<file path="config.mk">
export PLATFORM = sky130hd
export DESIGN_NAME = qpd_ctrl
export DESIGN_NICKNAME = d
export VERILOG_FILES = /design/src/sv/qpd_pkg.sv /design/src/sv/qpd_ctrl.sv
export SDC_FILE = /design/constraint.sdc
export NUM_CORES = 1
export LEC_CHECK = 0
export BUFFER_PORTS_ARGS = -buffer_cell sky130_fd_sc_hd__buf_2
export CAP_MARGIN = 20
export CORE_MARGIN = 2
export CORE_UTILIZATION = 36
export DETAILED_ROUTE_END_ITERATION = 10
export GPL_ROUTABILITY_DRIVEN = 0
export GPL_TIMING_DRIVEN = 0
export SETUP_SLACK_MARGIN = 0.4
export SYNTH_ARGS = -nofsm -noshare
export SYNTH_HDL_FRONTEND = slang
export SYNTH_SLANG_ARGS = --single-unit
</file>
<file path="constraint.sdc">
create_clock -name clock -period 1.9 [get_ports clock]
set_input_delay 0 -clock clock [delete_from_list [all_inputs] [get_ports clock]]
set_output_delay 0 -clock clock [all_outputs]
set_load 0.1 [all_outputs]
</file>
<file path="src/sv/qpd_pkg.sv">
// ----------------------------------------------------------------------------
// qpd_pkg
// Shared types, constants and tables of the quaternion PD joint torque core.
// ----------------------------------------------------------------------------
package qpd_pkg;

   localparam int JOINTS_DEF = 64;

   localparam logic [15:0] PROP_GAIN_RST  = 16'd5000;
   localparam logic [15:0] DERIV_GAIN_RST = 16'd10;
   localparam logic [15:0] STEP_RATE_RST  = 16'd1000;

   // Register indexes of the configuration port.
   localparam logic [1:0] CSR_PROP_GAIN  = 2'd0;
   localparam logic [1:0] CSR_DERIV_GAIN = 2'd1;
   localparam logic [1:0] CSR_STEP_RATE  = 2'd2;

   localparam logic [19:0] PI_Q16      = 20'd205887;
   localparam logic [19:0] HALF_PI_Q16 = 20'd102944;

   // Hamilton product: term j of row i is a[j] * b[i ^ j]; a set bit at
   // position 4*i+j marks a subtracted term.
   localparam logic [15:0] QMUL_NEG = 16'h428E;

   typedef struct packed {
      logic [5:0]  parent_index;
      logic [63:0] child_quat;
      logic [63:0] parent_quat;
      logic [63:0] key_rot;
   } req_type;

   typedef struct packed {
      logic signed [39:0] torque_x;
      logic signed [39:0] torque_y;
      logic signed [39:0] torque_z;
      logic               apply;
   } rsp_type;

   typedef enum logic [4:0] {
      OP_NONE,
      OP_LOAD,
      OP_CLEAR,
      OP_MUL_T,
      OP_STORE_T,
      OP_MUL_N,
      OP_STORE_N,
      OP_MUL_E,
      OP_DIV_E,
      OP_STORE_E,
      OP_MUL_W,
      OP_SQ_INIT,
      OP_SQ_STEP,
      OP_CO_INIT,
      OP_CO_STEP,
      OP_ERR,
      OP_PD1,
      OP_PD2,
      OP_PD3,
      OP_PD4,
      OP_MUL_TQ,
      OP_DIV_TQ,
      OP_STORE_TQ,
      OP_OUT
   } dp_op_type;

   typedef struct packed {
      dp_op_type  op;
      logic [1:0] row;
      logic [3:0] cnt;
   } dp_cmd_type;

   typedef struct packed {
      logic div_busy;
   } dp_status_type;

   // Arctangent of 2^-i in Q.16 radians.
   function automatic logic [19:0] atan_q16(input logic [3:0] i);
      logic [19:0] r;
      unique case (i)
         4'd0:  r = 20'd51472;
         4'd1:  r = 20'd30385;
         4'd2:  r = 20'd16055;
         4'd3:  r = 20'd8150;
         4'd4:  r = 20'd4091;
         4'd5:  r = 20'd2047;
         4'd6:  r = 20'd1024;
         4'd7:  r = 20'd512;
         4'd8:  r = 20'd256;
         4'd9:  r = 20'd128;
         4'd10: r = 20'd64;
         4'd11: r = 20'd32;
         4'd12: r = 20'd16;
         4'd13: r = 20'd8;
         4'd14: r = 20'd4;
         4'd15: r = 20'd2;
         default: r = 20'd0;
      endcase
      return r;
   endfunction

endpackage

</file>
<file path="src/sv/qpd_ctrl.sv">
// ----------------------------------------------------------------------------
// qpd_ctrl
// Controller: sequences the datapath through one word, clears the last-error
// RAM after reset and runs both handshakes.
// ----------------------------------------------------------------------------
module qpd_ctrl #(
   parameter int JOINTS = qpd_pkg::JOINTS_DEF
) (
   input  logic                      clock,
   input  logic                      reset,
   input  logic                      req_valid,
   output logic                      req_ready,
   output logic                      rsp_valid,
   input  logic                      rsp_ready,
   input  qpd_pkg::dp_status_type    status,
   output qpd_pkg::dp_cmd_type       cmd,
   output logic [$clog2(JOINTS)-1:0] clr_addr
);

   localparam int IDX_W = $clog2(JOINTS);

   typedef enum logic [4:0] {
      S_CLEAR, S_IDLE,
      S_T_MUL, S_T_STORE, S_N_MUL, S_N_STORE,
      S_E_MUL, S_E_DIV, S_E_WAIT, S_E_STORE,
      S_W_MUL, S_SQ_INIT, S_SQ_STEP, S_CO_INIT, S_CO_STEP, S_ERR,
      S_PD1, S_PD2, S_PD3, S_PD4,
      S_TQ_MUL, S_TQ_DIV, S_TQ_WAIT, S_TQ_STORE, S_OUT
   } state_type;

   state_type        state_ff, state_in;
   logic [1:0]       row_ff, row_in;
   logic [3:0]       cnt_ff, cnt_in;
   logic [IDX_W-1:0] clr_ff, clr_in;
   logic             rsp_valid_ff, rsp_valid_in;
   logic             out_fire;

   always_comb begin
      state_in = state_ff;
      row_in   = row_ff;
      cnt_in   = cnt_ff;
      clr_in   = clr_ff;
      cmd.op   = qpd_pkg::OP_NONE;
      cmd.row  = row_ff;
      cmd.cnt  = cnt_ff;
      out_fire = 1'b0;
      unique case (state_ff)
         S_CLEAR: begin
            cmd.op = qpd_pkg::OP_CLEAR;
            clr_in = clr_ff + IDX_W'(1);
            if (clr_ff == IDX_W'(JOINTS - 1)) begin
               state_in = S_IDLE;
            end
         end
         S_IDLE: begin
            if (req_valid) begin
               cmd.op   = qpd_pkg::OP_LOAD;
               state_in = S_T_MUL;
               row_in   = 2'd0;
               cnt_in   = 4'd0;
            end
         end
         S_T_MUL: begin
            cmd.op = qpd_pkg::OP_MUL_T;
            cnt_in = cnt_ff + 4'd1;
            if (cnt_ff == 4'd3) begin
               state_in = S_T_STORE;
            end
         end
         S_T_STORE: begin
            cmd.op = qpd_pkg::OP_STORE_T;
            cnt_in = 4'd0;
            row_in = row_ff + 2'd1;
            state_in = (row_ff == 2'd3) ? S_N_MUL : S_T_MUL;
         end
         S_N_MUL: begin
            cmd.op = qpd_pkg::OP_MUL_N;
            cnt_in = cnt_ff + 4'd1;
            if (cnt_ff == 4'd3) begin
               state_in = S_N_STORE;
            end
         end
         S_N_STORE: begin
            cmd.op   = qpd_pkg::OP_STORE_N;
            cnt_in   = 4'd0;
            state_in = S_E_MUL;
         end
         S_E_MUL: begin
            cmd.op = qpd_pkg::OP_MUL_E;
            cnt_in = cnt_ff + 4'd1;
            if (cnt_ff == 4'd3) begin
               state_in = S_E_DIV;
            end
         end
         S_E_DIV: begin
            cmd.op   = qpd_pkg::OP_DIV_E;
            state_in = S_E_WAIT;
         end
         S_E_WAIT: begin
            if (!status.div_busy) begin
               state_in = S_E_STORE;
            end
         end
         S_E_STORE: begin
            cmd.op = qpd_pkg::OP_STORE_E;
            cnt_in = 4'd0;
            row_in = row_ff + 2'd1;
            state_in = (row_ff == 2'd3) ? S_W_MUL : S_E_MUL;
         end
         S_W_MUL: begin
            cmd.op   = qpd_pkg::OP_MUL_W;
            state_in = S_SQ_INIT;
         end
         S_SQ_INIT: begin
            cmd.op   = qpd_pkg::OP_SQ_INIT;
            cnt_in   = 4'd0;
            state_in = S_SQ_STEP;
         end
         S_SQ_STEP: begin
            cmd.op = qpd_pkg::OP_SQ_STEP;
            cnt_in = cnt_ff + 4'd1;
            if (cnt_ff == 4'd14) begin
               state_in = S_CO_INIT;
            end
         end
         S_CO_INIT: begin
            cmd.op   = qpd_pkg::OP_CO_INIT;
            cnt_in   = 4'd0;
            state_in = S_CO_STEP;
         end
         S_CO_STEP: begin
            cmd.op = qpd_pkg::OP_CO_STEP;
            cnt_in = cnt_ff + 4'd1;
            if (cnt_ff == 4'd15) begin
               state_in = S_ERR;
            end
         end
         S_ERR: begin
            cmd.op   = qpd_pkg::OP_ERR;
            state_in = S_PD1;
         end
         S_PD1: begin
            cmd.op   = qpd_pkg::OP_PD1;
            state_in = S_PD2;
         end
         S_PD2: begin
            cmd.op   = qpd_pkg::OP_PD2;
            state_in = S_PD3;
         end
         S_PD3: begin
            cmd.op   = qpd_pkg::OP_PD3;
            state_in = S_PD4;
         end
         S_PD4: begin
            cmd.op   = qpd_pkg::OP_PD4;
            row_in   = 2'd0;
            state_in = S_TQ_MUL;
         end
         S_TQ_MUL: begin
            cmd.op   = qpd_pkg::OP_MUL_TQ;
            state_in = S_TQ_DIV;
         end
         S_TQ_DIV: begin
            cmd.op   = qpd_pkg::OP_DIV_TQ;
            state_in = S_TQ_WAIT;
         end
         S_TQ_WAIT: begin
            if (!status.div_busy) begin
               state_in = S_TQ_STORE;
            end
         end
         S_TQ_STORE: begin
            cmd.op = qpd_pkg::OP_STORE_TQ;
            row_in = row_ff + 2'd1;
            state_in = (row_ff == 2'd2) ? S_OUT : S_TQ_MUL;
         end
         S_OUT: begin
            // Wait here only while the previous word is still unclaimed.
            if (!rsp_valid_ff || rsp_ready) begin
               cmd.op   = qpd_pkg::OP_OUT;
               out_fire = 1'b1;
               state_in = S_IDLE;
            end
         end
         default: begin
            state_in = S_IDLE;
         end
      endcase

      if (out_fire) begin
         rsp_valid_in = 1'b1;
      end else if (rsp_ready) begin
         rsp_valid_in = 1'b0;
      end else begin
         rsp_valid_in = rsp_valid_ff;
      end
   end

   always_ff @(posedge clock) begin
      if (reset) begin
         state_ff     <= S_CLEAR;
         row_ff       <= 2'd0;
         cnt_ff       <= 4'd0;
         clr_ff       <= '0;
         rsp_valid_ff <= 1'b0;
      end else begin
         state_ff     <= state_in;
         row_ff       <= row_in;
         cnt_ff       <= cnt_in;
         clr_ff       <= clr_in;
         rsp_valid_ff <= rsp_valid_in;
      end
   end

   assign req_ready = (state_ff == S_IDLE);
   assign rsp_valid = rsp_valid_ff;
   assign clr_addr  = clr_ff;

endmodule
</file>
; ---- After elaboration in Yosys (flattened, before gate mapping)
; Cells that the tools add are included.
; W data, S select, Z words.
[classes]
muxes = 25
n_eq_ne = 40
reduce_logical = 12
n_addsub = 3
[op_table]
columns = op, n
row1 = $pmux W5 S25, 1
row2 = $pmux W5 S23, 1
row3 = $mux W5, 11
row4 = $eq A5 B5 Y1 const B, 9
row5 = $eq A5 B4 Y1 const B, 8
row6 = $eq A5 B3 Y1 const B, 4
row7 = $ne A2 B2 Y1 const B, 10
row8 = $mux W4, 3
row9 = $pmux W4 S3, 1
row10 = $eq A5 B2 Y1 const B, 2
row11 = $reduce_and A10 Y1, 1
row12 = $reduce_or A5 Y1, 2
row13 = $eq A4 B4 Y1 const B, 2
row14 = $add A6 B1 Y6 const B, 1
row15 = $eq A6 B6 Y1 const B, 1
row16 = $pmux W2 S3, 1
row17 = $reduce_bool A3 Y1, 2
row18 = $eq A5 B1 Y1 const B, 1
row19 = $logic_not A5 Y1, 1
row20 = $mux W1, 5
row21 = $add A4 B1 Y4 const B, 1
row22 = $eq A2 B2 Y1 const B, 2
row23 = $eq A4 B2 Y1 const B, 1
row24 = $reduce_and A2 Y1, 2
row25 = other kinds (7), 7
[totals]
register_bits = 18
word_cells = 85
input_bits = 5

; ---- Longest topological paths before layout
[depth]
word_depth = 5
depth_mapped = 7
ltp_nobuf = 7

; ---- Least setup slack after synthesis
; OpenSTA, ideal clock, no wires.
[synth_timing]
path_kind = register to output
startpoint = register state_ff[2]
endpoint = output cmd[8] in the netlist's numbering
setup_slack_ns = -1.331
path_stages_with_launch = 7
arrival_time_ns = 3.231
cell_sequence = dfxtp_1 > clkbuf_1 > clkbuf_1 > nand2_1 > o21ai_0 > a22oi_1 > o21ai_0
[synth_lines]
columns = element, line_no
row1 = "start, declared", qpd_ctrl.sv:31  ; state_type state_ff, state_in;
row2 = "start signal, assigned", qpd_ctrl.sv:207  ; state_ff <= state_in;
row3 = "end, declared", qpd_ctrl.sv:16  ; output qpd_pkg::dp_cmd_type cmd,

; ---- Final worst setup path
[layout_timing]
startpoint = register state_ff[1]
endpoint = register state_ff[3]
[layout_via]
elab_chain_len = 3
elab_cells_between_ends = 37
[layout_lines]
columns = element, line_no
row1 = "$eq A5 B5 Y1, or another cell as far along", qpd_ctrl.sv:47  ; unique case (state_ff)
row2 = $ne A2 B2 Y1 (no source line), -
row3 = $reduce_and A10 Y1 (no source line), -
; Several ways; a longest one is shown, not always the timed one.
; A chain may end at the register's enable or synchronous reset.

==> results.yml <==
critical_path:
  crit_path_max_incr_delay_ns: 0.38
  crit_path_end_kind: "flop"
  r2r-end: "state_ff[3]$_SDFFE_PP0P_"
  required_ns: 2.13
  rr_worst_depth: 7
  critPathLaunchType: "flop"
  r2r_start: "state_ff[1]$_SDFFE_PP0P_"
  worstPathArrival_ns: 2.01
  crit_path_max_fanout: 7
  slowest_stage: "dfxtp_4"
  r2r_slack_ns: 0.12
  crit_chain: "buf_8 -> mux2i_1 -> o211ai_1 -> nand3b_1 -> buf_6 -> a311o_1 -> a21oi_1"
  path_class: "reg2reg"
grt:
  antenna_found_initial: 0
  grt_usage_pct: 21.71
  grt_max_degree: 11
  grt_pass1_wl_um: 7017
  grt_pass1_vias: 1484
  grt.overflow.total: 0
hold_path:
  min-delay-start: "req_valid"
  min_to: "state_ff[0]$_SDFFE_PP0P_"
  hold_path_depth: 4
  hold_path.class: "in2reg"
clock_tree:
  cts_sinks: 18
  cts_buffers: 3
  cts.clk_slew.worst_paths_ns: 0.11
  clockBufferDepth: 2
  cts_tree: "built"
  clk_latency_ns: 0.30
  cts-root-buf: "clkbuf_4"
  htreeDepth: 1
floorplanning:
  rows: 21
  die_x_um: 64.07
  initial_utilization_pct: 38.32
  coreArea_um2: 3390
  pin_count: 24
  dieArea_um2: 4104
  die_h_um: 64.07
timing:
  period_minus_slack_ns: 1.780
  holdWs_ns: 0.1259
  hold_viol: 0
  worst_pin_slew_ns: 0.6296
  fin_crit_sh_pct: 93.68
  max_slew_margin_pct: 58.02
  finalSetupViolations: 0
  finalMaxSlewViolations: 0
  fmax_mhz: 561.9
  rsz0062_at_grt: "true"
  finalClockSkew_ns: 0.001824
  setup_tns_ns: 0
layout:
  multiInputGateArea_um2: 1127
  antenna_cells: 0
  nNetsFinal: 248
  nFillCells: 263
  drive_above_1_share_pct: 58.23
  seq_area_um2: 417.9
  syn2layout_area_growth_pct: 80.06
yosys:
  yosys-top-cells-count: "nor2_1, dfxtp_1, nand2_1"
  ys.flop_type: "dfxtp_1"
  seq_area_frac_synth_pct: 27.75
  synth_edf_count: 0
  syn_area_um2: 1299
  synth.most_common_cell: "nor2_1"
  async_reset_ff_share_pct: 0
  synth-seq-cells: 18
  yosysWarnings: 0
  synth_top_area_share_pct: 27.75
  synth_cells: 176
  synth_nets: 186
  syn_avg_cell_area_um2: 7.379
  synth.largest_area_cell: "dfxtp_1"
  yosys.cell_types.count: 53
  yosys-top-cells-area: "dfxtp_1, a21oi_1, o21ai_0"
routing:
  first_pass_iters: 4
  drtAntennaViolNets: 0
  drt_wl_total_um: 4859
  vias_per_cell: 5.657
  via_count: 1601
  drcViolationCount: 0
  wl_per_cell_um: 17.17
  initialDrtViolationCount: 85
status:
  outcome: "finished, final reports clean"
placed_design:
  dp_hpwl_um: 2683
  portBuffers: 22
power_and_ir_drop:
  p_per_area_nw_per_um2: 284.9
  ir_drop_uv: 281.9
  p_leak_nw: 0.9151
job:
  maxCapViolations: 0
-- worst max-delay path: cells and delay by family, from the launching register on --
kind / cells / cell delay (ns)
AO/OA/AOI/OAI: 3 / 0.72
flip-flops: 1 / 0.38
buffers and inverters: 2 / 0.31
AND/OR/NAND/NOR: 1 / 0.19
multiplexers: 1 / 0.11
-- timing repair --
item / CTS / global route
setup buffers: 20 / 14
gates cloned: 0 / 1
pin swaps: 11 / 18
setup endpoints to repair: 20 / 20
resized for setup: 64 / 49
hold buffers: 0 / 0
-- routing by layer --
metal / wire (µm) / up-vias / global-route usage [%]
met5: 0 / - / 0
li1: - / 766 / -
met2: 2405 / 60 / 36.46
met1: 2032 / 757 / 28.07
met3: 219 / 18 / 2.641
met4: 202 / 0 / 8.696
-- logic make-up after synthesis --
| kind of cell | count (synthesis) | synth area share (%) |
|---|---|---|
| fa+ha+maj | 5 | 4.817 |
| buf+inv | 20 | 6.455 |
| simple gates | 70 | 28.23 |
| xor+xnor | 5 | 3.372 |
| flops | 18 | 27.75 |
| mux | 2 | 1.541 |
| compound gates | 56 | 27.84 |
-- report_power, final --
group / internal [W] / switching (W) / leakage, nW / total [W]
Sequential: 0.000367 / 0.00000629 / 0.158 / 0.000373
Clock: 0.0000767 / 0.000130 / 0.0154 / 0.000207
Combinational: 0.0000216 / 0.0000647 / 0.741 / 0.0000863
Total: 0.000465 / 0.000201 / 0.915 / 0.000666
-- how the worst max path moves through the flow --
stage,start,end,slack [ns]
2_1_floorplan,cnt_ff[0]$_SDFFE_PP0P_,state_ff[1]$_SDFFE_PP0P_,0.15
3_3_place_gp,state_ff[1]$_SDFFE_PP0P_,cmd[8],0.07
3_5_place_dp,state_ff[1]$_SDFFE_PP0P_,cmd[8],0.04
4_1_cts,state_ff[4]$_SDFFE_PP0P_,cmd[6],0.23
5_1_grt,state_ff[1]$_SDFFE_PP0P_,state_ff[3]$_SDFFE_PP0P_,0.09
6_report,state_ff[1]$_SDFFE_PP0P_,state_ff[3]$_SDFFE_PP0P_,0.12
-- through the flow --
| stage | utilization, % | setup WS (ns) | power (W) | area (µm²) | cells |
|---|---|---|---|---|---|
| after floorplan | - | 0.1506 | 0.0004486 | 1478 | 176 |
| after detailed placement | 48.54 | 0.04300 | 0.0004662 | 1645 | 244 |
| after CTS | 60.10 | 0.2302 | 0.0006725 | 2037 | 268 |
| final | 68.99 | 0.1202 | 0.0006662 | 2338 | 283 |
| after global placement | 48.54 | 0.07234 | 0.0004634 | 1645 | 244 |
| after global routing | 68.99 | 0.09030 | 0.0007012 | 2338 | 283 |
-- sequential cells by signal, summed over array words and instances, names as in the netlist --
register and flops:
state_ff 5, row_ff 2, clr_addr 6, rsp_valid 1
cnt_ff 4
-- final cells by class --
cell class | count | area share, %
tap | 46 | 2.461
clock buffer | 3 | 0.9631
buffer | 13 | 7.865
timing repair buffer | 57 | 21.24
inverter | 7 | 1.231
multi-input combinational | 138 | 48.21
clock inverter | 1 | 0.1605
sequential | 18 | 17.87
-- cells in the final DEF, fill, tap and decap left out, types with 3 or more instances in the layout --
cell type	instances
buf_4	26
buf_2	16
nand2_1	14
dfxtp_4	14
nor2_1	13
buf_6	11
a21oi_1	10
o21ai_0	7
buf_8	6
buf_12	6
a21oi_2	5
nor3_4	4
inv_1	4
nor2_4	4
o21ai_4	4
nand2_2	4
nand3_1	4
nor2b_1	4
dfxtp_2	4
xor2_1	3
ha_4	3
clkbuf_4	3
Note: power is estimated with default switching activity, not from simulation.
